[src/rtl/bft3d_pkg.sv]
// ----------------------------------------------------------------------------
// bft3d_pkg
// Shared types and constants of the 3D beam frame transform block.
// ----------------------------------------------------------------------------
package bft3d_pkg;

  localparam int unsigned DATA_WIDTH_DEF = 32;
  localparam int unsigned COEF_WIDTH_DEF = 16;
  localparam int unsigned CFG_IDX_W      = 2;

  // Configuration register indexes.
  typedef enum logic [CFG_IDX_W-1:0] {
    CFG_ROW_X,
    CFG_ROW_Y,
    CFG_ROW_Z,
    CFG_INV_LEN
  } cfg_reg_e;

  // Triad slot that closes a displacement set (node j rotation).
  localparam logic [1:0] SLOT_J_ROT = 2'd3;

  // Where a finished accumulation goes.
  typedef enum logic [2:0] {
    DST_TRIAD,
    DST_FA,
    DST_FB,
    DST_P,
    DST_Q,
    DST_OUT
  } dest_e;

  // Control that travels with a product into the accumulate stage.
  typedef struct packed {
    logic       valid;
    logic       chord;
    logic       first;
    logic       last;
    logic       hi;
    dest_e      dest;
    logic [1:0] idx;
    logic [1:0] grp;
  } acc_ctl_t;

endpackage

[src/rtl/beam_frame_transform_3d.sv]
// ----------------------------------------------------------------------------
// beam_frame_transform_3d
// Rotates beam end triads into the local frame and builds basic deformations,
// or expands basic forces and rotates them back, on one shared multiplier.
// ----------------------------------------------------------------------------
// A displacement word rotates its triad into the local frame; slots 0..2 give
// no result, and slot 3 then scales the chords and gives the six deformations.
// A force word forms the chord terms and gives four results, one per expanded
// triad, the last flagged by is_last_o. No new word is taken while busy_o is high;
// meanwhile the single multiplier takes one product per cycle.
// Reset clears the sequencer and loads the identity frame and unit length.
module beam_frame_transform_3d
  import bft3d_pkg::*;
#(
  parameter int unsigned DATA_WIDTH = DATA_WIDTH_DEF,
  parameter int unsigned COEF_WIDTH = COEF_WIDTH_DEF
) (
  input  logic                         clk_i,
  input  logic                         rst_ni,
  input  logic                         start_i,
  output logic                         busy_o,
  input  logic                         kind_i,
  input  logic [1:0]                   slot_i,
  input  logic signed [DATA_WIDTH-1:0] val0_i,
  input  logic signed [DATA_WIDTH-1:0] val1_i,
  input  logic signed [DATA_WIDTH-1:0] val2_i,
  input  logic signed [DATA_WIDTH-1:0] val3_i,
  input  logic signed [DATA_WIDTH-1:0] val4_i,
  input  logic signed [DATA_WIDTH-1:0] val5_i,
  input  logic                         cfg_we_i,
  input  logic [CFG_IDX_W-1:0]         cfg_idx_i,
  input  logic [((3*COEF_WIDTH > DATA_WIDTH) ? 3*COEF_WIDTH : DATA_WIDTH)-1:0] cfg_wdata_i,
  output logic                         res_valid_o,
  output logic [1:0]                   out_slot_o,
  output logic                         is_last_o,
  output logic signed [DATA_WIDTH-1:0] res0_o,
  output logic signed [DATA_WIDTH-1:0] res1_o,
  output logic signed [DATA_WIDTH-1:0] res2_o,
  output logic signed [DATA_WIDTH-1:0] res3_o,
  output logic signed [DATA_WIDTH-1:0] res4_o,
  output logic signed [DATA_WIDTH-1:0] res5_o
);

  localparam int unsigned DW    = DATA_WIDTH;
  localparam int unsigned CW    = COEF_WIDTH;
  localparam int unsigned DF    = DW / 2;
  localparam int unsigned DH    = DW - DF;
  localparam int unsigned CFRAC = CW - 2;
  localparam int unsigned RW    = 3 * CW;
  localparam int unsigned BW    = (CW > DH + 1) ? CW : DH + 1;
  localparam int unsigned AOW   = DW + 1;
  localparam int unsigned PW    = AOW + BW;
  localparam int unsigned AW    = (2 * DW + 3 > DW + CW + 3) ? 2 * DW + 3 : DW + CW + 3;
  localparam int unsigned EW    = DW + 2;

  localparam logic signed [AW-1:0] HALF_CH  = AW'(1) << (DF - 1);
  localparam logic signed [AW-1:0] HALF_DOT = AW'(1) << (CFRAC - 1);
  localparam logic signed [AW-1:0] DMAX_A   = (AW'(1) << (DW - 1)) - AW'(1);
  localparam logic signed [AW-1:0] DMIN_A   = ~DMAX_A;
  localparam logic signed [AW-1:0] EMAX_A   = (AW'(1) << (EW - 1)) - AW'(1);
  localparam logic signed [AW-1:0] EMIN_A   = ~EMAX_A;
  localparam logic signed [DW-1:0] DMIN_D   = {1'b1, {(DW-1){1'b0}}};

  localparam logic [RW-1:0] ROW_X_RST = RW'(1) << CFRAC;
  localparam logic [RW-1:0] ROW_Y_RST = RW'(1) << (CFRAC + CW);
  localparam logic [RW-1:0] ROW_Z_RST = RW'(1) << (CFRAC + 2 * CW);
  localparam logic [DW-1:0] INV_RST   = DW'(1) << DF;

  typedef enum logic [2:0] {
    ST_IDLE,
    ST_CHORD,
    ST_DOT,
    ST_DRAIN,
    ST_EMIT
  } state_e;

  function automatic logic signed [DW-1:0] sat_dw(input logic signed [AW-1:0] x);
    logic signed [DW-1:0] y;
    if (x > DMAX_A) begin
      y = DMAX_A[DW-1:0];
    end else if (x < DMIN_A) begin
      y = DMIN_A[DW-1:0];
    end else begin
      y = x[DW-1:0];
    end
    return y;
  endfunction

  function automatic logic signed [EW-1:0] sat_ew(input logic signed [AW-1:0] x);
    logic signed [EW-1:0] y;
    if (x > EMAX_A) begin
      y = EMAX_A[EW-1:0];
    end else if (x < EMIN_A) begin
      y = EMIN_A[EW-1:0];
    end else begin
      y = x[EW-1:0];
    end
    return y;
  endfunction

  function automatic logic signed [DW-1:0] neg_sat(input logic signed [DW-1:0] x);
    logic signed [DW-1:0] y;
    if (x == DMIN_D) begin
      y = ~DMIN_D;
    end else begin
      y = -x;
    end
    return y;
  endfunction

  // Configuration
  logic [RW-1:0] row_q [3];
  logic [DW-1:0] inv_q;

  // Sequencer
  state_e     state_q, state_d;
  logic [1:0] cnt_q, cnt_d;
  logic [1:0] comp_q, comp_d;
  logic [1:0] grp_q, grp_d;
  logic       kind_q;
  logic [1:0] slot_q;
  logic       accept;

  // Operands and shared datapath
  logic signed [DW-1:0]  v_q [6];
  logic signed [DW-1:0]  nv0_q, nv5_q;
  logic signed [AOW-1:0] ca_q, cb_q, ca_d, cb_d;
  logic signed [DW-1:0]  p_q, q_q, np_q, nq_q;
  logic signed [EW-1:0]  fa_q, fb_q;
  logic signed [DW-1:0]  t_q [4][3];
  logic signed [CW-1:0]  coef_w [3][3];
  logic signed [DW-1:0]  h_sel;
  logic signed [CW-1:0]  coef_sel;
  logic signed [AOW-1:0] mul_a;
  logic signed [BW-1:0]  mul_b;
  logic signed [PW-1:0]  prod_q;
  acc_ctl_t              ctl_q, ctl_d;
  logic signed [AW-1:0]  acc_q;
  logic signed [AW-1:0]  acc_base, acc_add, acc_sum, acc_shr;
  logic signed [DW-1:0]  res_sat;
  logic signed [EW-1:0]  res_sat2;
  logic signed [DW-1:0]  defo [6];

  // Result registers
  logic                 valid_q;
  logic [1:0]           out_slot_q;
  logic                 is_last_q;
  logic signed [DW-1:0] res_q [6];

  assign busy_o = (state_q != ST_IDLE);
  assign accept = start_i && !busy_o;

  for (genvar r = 0; r < 3; r++) begin : g_row
    for (genvar k = 0; k < 3; k++) begin : g_col
      assign coef_w[r][k] = row_q[r][k*CW +: CW];
    end
  end

  // Configuration writes
  always_ff @(posedge clk_i or negedge rst_ni) begin
    if (!rst_ni) begin
      row_q[0] <= ROW_X_RST;
      row_q[1] <= ROW_Y_RST;
      row_q[2] <= ROW_Z_RST;
      inv_q    <= INV_RST;
    end else if (cfg_we_i) begin
      unique case (cfg_idx_i)
        CFG_ROW_X:   row_q[0] <= cfg_wdata_i[RW-1:0];
        CFG_ROW_Y:   row_q[1] <= cfg_wdata_i[RW-1:0];
        CFG_ROW_Z:   row_q[2] <= cfg_wdata_i[RW-1:0];
        CFG_INV_LEN: inv_q    <= cfg_wdata_i[DW-1:0];
        default: ;
      endcase
    end
  end

  // Sequencer next state
  always_comb begin
    state_d = state_q;
    cnt_d   = cnt_q;
    comp_d  = comp_q;
    grp_d   = grp_q;
    unique case (state_q)
      ST_IDLE: begin
        if (start_i) begin
          state_d = kind_i ? ST_CHORD : ST_DOT;
          cnt_d   = '0;
          comp_d  = '0;
          grp_d   = '0;
        end
      end
      ST_CHORD: begin
        cnt_d = cnt_q + 2'd1;
        if (cnt_q == 2'd3) begin
          cnt_d   = '0;
          state_d = kind_q ? ST_DOT : ST_DRAIN;
        end
      end
      ST_DOT: begin
        if (cnt_q == 2'd2) begin
          cnt_d = '0;
          if (comp_q == 2'd2) begin
            comp_d = '0;
            if (!kind_q) begin
              state_d = (slot_q == SLOT_J_ROT) ? ST_CHORD : ST_DRAIN;
            end else if (grp_q == 2'd3) begin
              state_d = ST_DRAIN;
            end else begin
              grp_d = grp_q + 2'd1;
            end
          end else begin
            comp_d = comp_q + 2'd1;
          end
        end else begin
          cnt_d = cnt_q + 2'd1;
        end
      end
      ST_DRAIN: begin
        state_d = (!kind_q && slot_q == SLOT_J_ROT) ? ST_EMIT : ST_IDLE;
      end
      ST_EMIT: begin
        state_d = ST_IDLE;
      end
      default: state_d = ST_IDLE;
    endcase
  end

  // Expanded force triads: (-f0, p, -q), (-f5, f3, f1), (f0, -p, q), (f5, f4, f2).
  always_comb begin
    case ({grp_q, cnt_q})
      4'b0000: h_sel = nv0_q;
      4'b0001: h_sel = p_q;
      4'b0010: h_sel = nq_q;
      4'b0100: h_sel = nv5_q;
      4'b0101: h_sel = v_q[3];
      4'b0110: h_sel = v_q[1];
      4'b1000: h_sel = v_q[0];
      4'b1001: h_sel = np_q;
      4'b1010: h_sel = q_q;
      4'b1100: h_sel = v_q[5];
      4'b1101: h_sel = v_q[4];
      4'b1110: h_sel = v_q[2];
      default: h_sel = '0;
    endcase
  end

  // Operand selection for the shared multiplier
  always_comb begin
    mul_a    = '0;
    mul_b    = '0;
    coef_sel = '0;
    ctl_d    = '0;
    ctl_d.dest = DST_TRIAD;
    unique case (state_q)
      ST_CHORD: begin
        // The reciprocal length is split into two halves, low half first.
        mul_a = cnt_q[1] ? cb_q : ca_q;
        if (cnt_q[0]) begin
          mul_b = {{(BW-DH){1'b0}}, inv_q[DW-1:DF]};
        end else begin
          mul_b = {{(BW-DF){1'b0}}, inv_q[DF-1:0]};
        end
        ctl_d.valid = 1'b1;
        ctl_d.chord = 1'b1;
        ctl_d.first = ~cnt_q[0];
        ctl_d.last  = cnt_q[0];
        ctl_d.hi    = cnt_q[0];
        if (kind_q) begin
          ctl_d.dest = cnt_q[1] ? DST_Q : DST_P;
        end else begin
          ctl_d.dest = cnt_q[1] ? DST_FB : DST_FA;
        end
      end
      ST_DOT: begin
        if (kind_q) begin
          mul_a      = AOW'(h_sel);
          coef_sel   = coef_w[cnt_q][comp_q];
          ctl_d.dest = DST_OUT;
        end else begin
          mul_a      = AOW'(v_q[{1'b0, cnt_q}]);
          coef_sel   = coef_w[comp_q][cnt_q];
          ctl_d.dest = DST_TRIAD;
        end
        mul_b       = BW'(coef_sel);
        ctl_d.valid = 1'b1;
        ctl_d.first = (cnt_q == 2'd0);
        ctl_d.last  = (cnt_q == 2'd2);
        ctl_d.idx   = comp_q;
        ctl_d.grp   = grp_q;
      end
      default: ;
    endcase
  end

  // Chord operands are formed when the word is taken.
  always_comb begin
    if (kind_i) begin
      ca_d = AOW'(val1_i) + AOW'(val2_i);
      cb_d = AOW'(val3_i) + AOW'(val4_i);
    end else begin
      ca_d = AOW'(t_q[0][1]) - AOW'(t_q[2][1]);
      cb_d = AOW'(t_q[2][2]) - AOW'(t_q[0][2]);
    end
  end

  // Accumulate stage; rounding adds one half before the final shift.
  always_comb begin
    if (ctl_q.first) begin
      acc_base = ctl_q.chord ? HALF_CH : HALF_DOT;
    end else begin
      acc_base = acc_q;
    end
    acc_add  = ctl_q.hi ? (AW'(prod_q) <<< DF) : AW'(prod_q);
    acc_sum  = acc_base + acc_add;
    acc_shr  = ctl_q.chord ? (acc_sum >>> DF) : (acc_sum >>> CFRAC);
    res_sat  = sat_dw(acc_shr);
    res_sat2 = sat_ew(acc_shr);
  end

  // Local deformations from the four stored triads.
  always_comb begin
    defo[0] = sat_dw(AW'(t_q[2][0]) - AW'(t_q[0][0]));
    defo[1] = sat_dw(AW'(t_q[1][2]) + AW'(fa_q));
    defo[2] = sat_dw(AW'(t_q[3][2]) + AW'(fa_q));
    defo[3] = sat_dw(AW'(t_q[1][1]) + AW'(fb_q));
    defo[4] = sat_dw(AW'(t_q[3][1]) + AW'(fb_q));
    defo[5] = sat_dw(AW'(t_q[3][0]) - AW'(t_q[1][0]));
  end

  // Datapath registers
  always_ff @(posedge clk_i) begin
    if (accept) begin
      v_q[0] <= val0_i;
      v_q[1] <= val1_i;
      v_q[2] <= val2_i;
      v_q[3] <= val3_i;
      v_q[4] <= val4_i;
      v_q[5] <= val5_i;
      nv0_q  <= neg_sat(val0_i);
      nv5_q  <= neg_sat(val5_i);
      ca_q   <= ca_d;
      cb_q   <= cb_d;
    end
    prod_q <= PW'(mul_a) * PW'(mul_b);
    if (ctl_q.valid) begin
      acc_q <= acc_sum;
      if (ctl_q.last) begin
        case (ctl_q.dest)
          DST_TRIAD: t_q[slot_q][ctl_q.idx] <= res_sat;
          DST_FA:    fa_q <= res_sat2;
          DST_FB:    fb_q <= res_sat2;
          DST_P:     p_q  <= res_sat;
          DST_Q:     q_q  <= res_sat;
          default: ;
        endcase
      end
    end
    // The negated chord terms are registered from their source, so they trail it.
    np_q <= neg_sat(p_q);
    nq_q <= neg_sat(q_q);
  end

  // Sequencer state and result registers
  always_ff @(posedge clk_i or negedge rst_ni) begin
    if (!rst_ni) begin
      state_q    <= ST_IDLE;
      cnt_q      <= '0;
      comp_q     <= '0;
      grp_q      <= '0;
      kind_q     <= 1'b0;
      slot_q     <= '0;
      ctl_q      <= '0;
      valid_q    <= 1'b0;
      out_slot_q <= '0;
      is_last_q  <= 1'b0;
      for (int i = 0; i < 6; i++) begin
        res_q[i] <= '0;
      end
    end else begin
      state_q <= state_d;
      cnt_q   <= cnt_d;
      comp_q  <= comp_d;
      grp_q   <= grp_d;
      ctl_q   <= ctl_d;
      valid_q <= 1'b0;
      if (accept) begin
        kind_q <= kind_i;
        slot_q <= slot_i;
      end
      if (ctl_q.valid && ctl_q.last && ctl_q.dest == DST_OUT) begin
        res_q[{1'b0, ctl_q.idx}] <= res_sat;
        if (ctl_q.idx == 2'd2) begin
          res_q[3]   <= '0;
          res_q[4]   <= '0;
          res_q[5]   <= '0;
          out_slot_q <= ctl_q.grp;
          is_last_q  <= (ctl_q.grp == 2'd3);
          valid_q    <= 1'b1;
        end
      end
      if (state_q == ST_EMIT) begin
        for (int i = 0; i < 6; i++) begin
          res_q[i] <= defo[i];
        end
        out_slot_q <= '0;
        is_last_q  <= 1'b1;
        valid_q    <= 1'b1;
      end
    end
  end

  assign res_valid_o = valid_q;
  assign out_slot_o  = out_slot_q;
  assign is_last_o   = is_last_q;
  assign res0_o      = res_q[0];
  assign res1_o      = res_q[1];
  assign res2_o      = res_q[2];
  assign res3_o      = res_q[3];
  assign res4_o      = res_q[4];
  assign res5_o      = res_q[5];

endmodule

[config.mk]
export PLATFORM = sky130hd
export DESIGN_NAME = beam_frame_transform_3d
export DESIGN_NICKNAME = d
export VERILOG_FILES = /design/src/rtl/bft3d_pkg.sv /design/src/rtl/beam_frame_transform_3d.sv
export SDC_FILE = /design/constraint.sdc
export NUM_CORES = 2
export LEC_CHECK = 0
export ABC_CLOCK_PERIOD_IN_PS = 26200
export BUFFER_PORTS_ARGS = -buffer_cell sky130_fd_sc_hd__clkbuf_2
export CAP_MARGIN = 20
export CORE_UTILIZATION = 55
export CTS_CLUSTER_DIAMETER = 120
export CTS_CLUSTER_SIZE = 14
export DETAILED_ROUTE_END_ITERATION = 8
export GPL_TIMING_DRIVEN = 0
export PLACE_DENSITY = 0.73
export RECOVER_POWER = 50
export SLEW_MARGIN = 20
export SYNTH_ARGS = -nofsm -noshare
export SYNTH_HDL_FRONTEND = slang
export SYNTH_SLANG_ARGS = --single-unit
[constraint.sdc]
create_clock -name clk_i -period 26.2 [get_ports clk_i]
set_input_delay 2.62 -clock clk_i [delete_from_list [all_inputs] [get_ports clk_i]]
set_output_delay 2.62 -clock clk_i [all_outputs]
set_load 0.005 [all_outputs]
# ---- After elaboration in Yosys (flattened, before gate mapping)
# Memories as Yosys holds them, arrays and structs flattened.
# Index checks and enable logic that the tools add are counted.
dict set report op_classes {
  n_addsub 18
  mul 1
  magnitude_cmp 22
  eq_ne 41
  muxes 97
  bitwise_logic 5
  reduce_logical 32
}
# op count
set op_table {}
lappend op_table {{$mux W32} 16}
lappend op_table {{$mux W192} 2}
lappend op_table {{$pmux W32 S12} 1}
lappend op_table {{$bmux W48 S2} 2}
lappend op_table {{$bwmux W192} 1}
lappend op_table {{$mux W48} 4}
lappend op_table {{$mux W96} 2}
lappend op_table {{$add A32 B34 Y35} 4}
lappend op_table {{$gt A35 B32 Y1 const B} 4}
lappend op_table {{$lt A35 B32 Y1 const B} 4}
lappend op_table {{$mux W33} 4}
lappend op_table {{$sub A32 B32 Y33} 4}
lappend op_table {{$eq A32 B32 Y1 const B} 4}
lappend op_table {{$neg A32 Y32} 4}
lappend op_table {{$mux W16} 7}
lappend op_table {{$demux W32 S3} 1}
lappend op_table {{$mux W34} 2}
lappend op_table {{$add A67 B66 Y67} 1}
lappend op_table {{$mux W67} 1}
lappend op_table {{$add A32 B32 Y33} 2}
lappend op_table {{$gt A33 B32 Y1 const B} 2}
lappend op_table {{$lt A33 B32 Y1 const B} 2}
lappend op_table {{$pmux W33 S2} 1}
lappend op_table {{$mux W65} 1}
lappend op_table {{48 further kinds} 140}
dict set report word_totals {
  ff_bits 839
  mem_bits_rw 576
  input_bits 249
  out_inout_bits 197
  word_cells 257
  n_memories 2
}
# name words width read_ports rd_ports_with_merged_regs write_ports line_no
set memory_table {}
lappend memory_table {t_q 4 96 4 0 1 beam_frame_transform_3d.sv:130} ;# logic signed [DW-1:0] t_q [4][3];
lappend memory_table {v_q 6 32 7 0 6 beam_frame_transform_3d.sv:125} ;# logic signed [DW-1:0] v_q [6];

# ---- Depth between registers and ports, before layout
dict set report logic_depth {
  word_depth 11
  depth_mapped 40
  mapped_depth_nobuf 34
}

# ---- Worst setup path after synthesis
# OpenSTA, ideal clock, no wires.
dict set report synth_timing {
  kind {in2reg}
  from {input port start_i}
  to {register slot_q[0]}
  t_arrival_ps 17817
  required_ps 26063
  path_slack_ps 8246
  path_stages 3
  n_path_buf 0
  path_cell_list {inv_1 -> nor2_1 -> mux2_2}
}
dict set report synth_via {
  elab_chain_len 1
}
# element line_no
set synth_rtl {}
lappend synth_rtl {{from (decl)} beam_frame_transform_3d.sv:20} ;# input logic start_i,
lappend synth_rtl {{$logic_and A1 B1 Y1} beam_frame_transform_3d.sv:151} ;# assign accept = start_i && !busy_o;
lappend synth_rtl {{named net accept} beam_frame_transform_3d.sv:122} ;# logic accept;
lappend synth_rtl {{to (signal assigned)} beam_frame_transform_3d.sv:388} ;# slot_q <= slot_i;
lappend synth_rtl {{to (decl)} beam_frame_transform_3d.sv:121} ;# logic [1:0] slot_q;
# The timed path passes the listed nets, and every way through them passes these cells.
# A chain may end at the register's enable or synchronous reset.

# ---- Worst setup path in the final report
dict set report layout_timing {
  from {register cnt_q[1]}
  to {register prod_q[48]}
}
dict set report layout_via {
  elab_chain_len 10
  elab_cells_between_ends 30
}
# element line_no
set layout_rtl {}
lappend layout_rtl {{from (decl)} beam_frame_transform_3d.sv:117} ;# logic [1:0] cnt_q, cnt_d;
lappend layout_rtl {{from (signal assigned)} beam_frame_transform_3d.sv:381} ;# cnt_q <= cnt_d;
lappend layout_rtl {{$not A2 Y3 (implied by the code)} {beam_frame_transform_3d.sv:277, beam_frame_transform_3d.sv:281}}
lappend layout_rtl {{$bmux W48 S2} beam_frame_transform_3d.sv:277} ;# coef_sel = coef_w[cnt_q][comp_q];
lappend layout_rtl {{$mux W48 (implied by the code) (2 in series)} beam_frame_transform_3d.sv:277}
lappend layout_rtl {{$bmux W16 S2} beam_frame_transform_3d.sv:277}
lappend layout_rtl {{$mux W16 (implied by the code) (2 in series)} beam_frame_transform_3d.sv:277}
lappend layout_rtl {{$mux W16} beam_frame_transform_3d.sv:275} ;# if (kind_q) begin
lappend layout_rtl {{$pmux W17 S2} beam_frame_transform_3d.sv:254} ;# unique case (state_q)
lappend layout_rtl {{$mul A33 B17 Y50 *} beam_frame_transform_3d.sv:344} ;# prod_q <= PW'(mul_a) * PW'(mul_b);
lappend layout_rtl {{to (signal assigned)} beam_frame_transform_3d.sv:344}
lappend layout_rtl {{to (decl)} beam_frame_transform_3d.sv:136} ;# logic signed [PW-1:0] prod_q;
# Mark *: on every way between the ends. The rest lies on a longest branch, timed or not. The select of a mux whose other input is x is not followed.

==> results.py <==
metrics = {
    "run_status": {
        "status": "complete, but fails checks",
        "violations": "capacitance limit, slew limit",
    },
    "cells_and_area": {
        "n_fill_cell": 14518,
        "regArea_sq_um": 39400,
        "multiInputGateArea_sq_um": 52700,
        "layout.cells.non_filler": 12252,
        "fin_util": 0.611,
        "areaGrowthSynthToFinish_pct": 10.1,
        "layout.nets": 11122,
        "drive_above_1_share": 0.0917,
    },
    "worst_setup_path": {
        "path_buf_inv": 9,
        "cpLargestDelayFamily": "buffers and inverters",
        "startpoint_type": "flop",
        "slowest_delay_ns": 0.95,
        "crit_top_cell": "fa_1",
        "worstPathMaxFanout": 13,
        "endpoint_kind": "flop",
        "cp_slowest_cell": "buf_1",
        "worstPathRequired_ns": 26.83,
        "setup.worst_path.class": "reg2reg",
        "cp_data_arrival_time_ns": 14.20,
    },
    "placed_design": {
        "placed_cells": 12009,
        "dp_hpwl_mm": 307,
        "io_buffers": 444,
        "gp_congestion": 1.13,
    },
    "timing": {
        "post-route-period-util": 0.518,
        "setup_viol": 0,
        "fmax_mhz": 73.7,
        "finalCriticalPeriod_ns": 13.57,
        "finalMaxSlewViolations": 717,
        "tightest_slew_ns": 4.73,
        "finalHoldViolCount": 0,
        "slew_headroom": -2.16,
        "whs_ns": 0.485,
        "skew_ns": 0.0812,
        "rsz0062_at_grt": "no",
    },
    "yosys": {
        "ys_warn_count": 0,
        "syn_inst": 9154,
        "synth-async-reset-ratio": 0.280,
        "ys_seq_elements": 1415,
        "yosys_most_used_dff": "edfxtp_1",
        "syn_nets": 10476,
        "syn-mean-instance-area_sq_um": 10.5,
        "yosysSeqAreaShare": 0.408,
        "synth_cell_types": 98,
        "netlist_area_sq_um": 96500,
        "synth-edff-count": 905,
    },
    "floorplan": {
        "die_y_um": 421,
        "die_width_um": 421,
        "die-area_sq_um": 177000,
        "io_pins": 446,
        "core_area_sq_um": 174000,
        "start_util": 0.554,
        "num_rows": 153,
    },
    "detailed_routing": {
        "firstDrtPassIters": 7,
        "routedWlPerCell_um": 31.5,
        "num_vias": 80476,
        "vias_per_cell": 6.57,
        "ant_nets": 0,
        "drtIter0Drc": 10756,
        "wirelength_mm": 387,
        "drc": 0,
    },
    "clocking": {
        "clk_pin_slew_worst_paths_ns": 0.07,
        "clkSinkCount": 1415,
        "numCtsBuffers": 111,
        "insertion_delay_ns": 0.82,
        "cts_tree": "done",
        "post_cts_resized": 0,
        "clock_path_buffers": 3,
        "cts_hold_buf": 0,
        "cts_root_buf": "clkbuf_16",
        "cts_max_level": 3,
        "post-cts-setup-buffers": 0,
    },
    "global_route": {
        "antenna_found_initial": 42,
        "grt_pass1_vias": 78298,
        "overflow": 0,
        "track_usage": 0.433,
        "grt_pass1_wl_mm": 546,
        "grt_max_degree": 79,
    },
    "hold_path": {
        "min-delay-path-class": "reg2reg",
    },
    "job": {
        "max_cap_violations": 20,
    },
}
through the flow:
stage	TNS (ns)	instance area, sq um	setup slack [ns]
detailed placement	0	104000	13.00
global route	0	106000	12.21
floorplan	0	96500	8.25
global placement	-1.36	102000	-1.36
CTS	0	107000	12.95
finish	0	106000	12.63
logic make-up (layout without fill, tap and decap cells):
logic type | Yosys count | in the layout | share of synthesized area
AOI/OAI and AO/OA | 2149 | 2149 | 0.155
xor gates and xnor gates | 455 | 455 | 0.0415
other | 0 | 31 | 0
and+or+nand+nor | 2388 | 2388 | 0.114
muxes | 381 | 381 | 0.0489
buffers and inverters | 1293 | 2035 | 0.0510
adders and majority gates | 1073 | 1073 | 0.182
DFF | 1415 | 1415 | 0.408
tightest hold or removal path: cells and delay by family (launching register included):
family / cells / cell delay [ns]
simple gates: 2 / 0.10
flops: 1 / 0.36
state kept, by name (all words and copies together) (netlist names), 33 cells and up:
signal / count
t_q: 384
v_q: 192
coef_w: 144
acc_q: 67
prod_q: 50
fa_q: 34
fb_q: 34
ca_q: 33
cb_q: 33
cell usage after synthesis, types with 48 or more instances:
cell type,number,area share
edfxtp_1,905,0.28
inv_1,890,0.035
nand2_1,781,0.030
nor2_1,744,0.029
fa_1,548,0.11
ha_1,525,0.068
a21oi_1,464,0.024
dfrtp_1,392,0.10
o21ai_0,379,0.020
clkbuf_1,334,0.013
mux2_2,245,0.029
xnor2_1,239,0.022
xor2_1,215,0.020
a21o_1,171,0.013
nor2b_1,139,0.0090
a221oi_1,132,0.012
nor3_1,129,0.0067
nand2b_1,117,0.0076
dfxtp_1,114,0.024
a22o_1,107,0.0097
nand3_1,105,0.0054
o211ai_1,103,0.0080
a221o_1,98,0.010
a22oi_1,91,0.0071
mux2i_1,88,0.0091
o21a_1,79,0.0061
and3_1,71,0.0046
a31oi_1,60,0.0039
o21bai_1,54,0.0042
or3_1,54,0.0035
mux4_2,48,0.011
final cells by class:
| class | count | share of cell area |
|---|---|---|
| clock buffer | 202 | 0.0296 |
| sequential | 1415 | 0.371 |
| inverter | 894 | 0.0316 |
| clock inverter | 7 | 0.00127 |
| antenna | 31 | 0.000730 |
| timing repair buffer | 533 | 0.0283 |
| buffer | 399 | 0.0149 |
| tap | 2325 | 0.0274 |
| multi-input combinational | 6446 | 0.496 |
cell usage in the layout, fill, tap and decap left out, types with 46 or more instances in the layout:
master     netlist  layout
a21o_1         171     171
mux2i_1         88      75
edfxtp_1       905     905
dfrtp_1        392     392
or3_1           54      54
o21bai_1        54      54
o21ai_0        379     353
nand2_1        781     773
inv_1          890     890
ha_1           525     525
a31oi_1         60      60
o21a_1          79      79
mux4_2          48      48
clkbuf_2         0     261
and3_1          71      71
nor2b_1        139     139
nor3_1         129     128
clkbuf_1       334     656
fa_1           548     548
a22oi_1         91      91
nor2_1         744     743
xnor2_1        239     239
a221o_1         98      98
mux2_2         245     244
a221oi_1       132     124
nand3_1        105     105
clkbuf_16        0     112
xor2_1         215     215
a22o_1         107     107
nand4_1         46      46
a21oi_1        464     459
a211oi_1        46      46
dfxtp_1        114     114
nand2b_1       117     117
o211ai_1       103     103
metal layers:
metal / track usage / share of wire
met5: 0 / 0.00042
met1: 0.565 / 0.38
met4: 0.282 / 0.077
met3: 0.120 / 0.12
met2: 0.634 / 0.43
final timing paths:
path                            slack [ns]       endpoint  startpoint  cells past startpoint
worst max-delay path                 12.63     prod_q[48]    cnt_q[1]                     33
min in group asynchronous             2.82      res5_o[5]      rst_ni                      1
worst min register to register        0.49     res5_o[31]  res5_o[31]                      2
max in group asynchronous            14.81  out_slot_o[0]      rst_ni                      3
worst min-delay path                  0.49     res5_o[31]  res5_o[31]                      2
worst max register to register       12.63     prod_q[48]    cnt_q[1]                     33
Power is not shown: default switching activity piles up to over one toggle a cycle in this logic, so the estimate is an artifact.
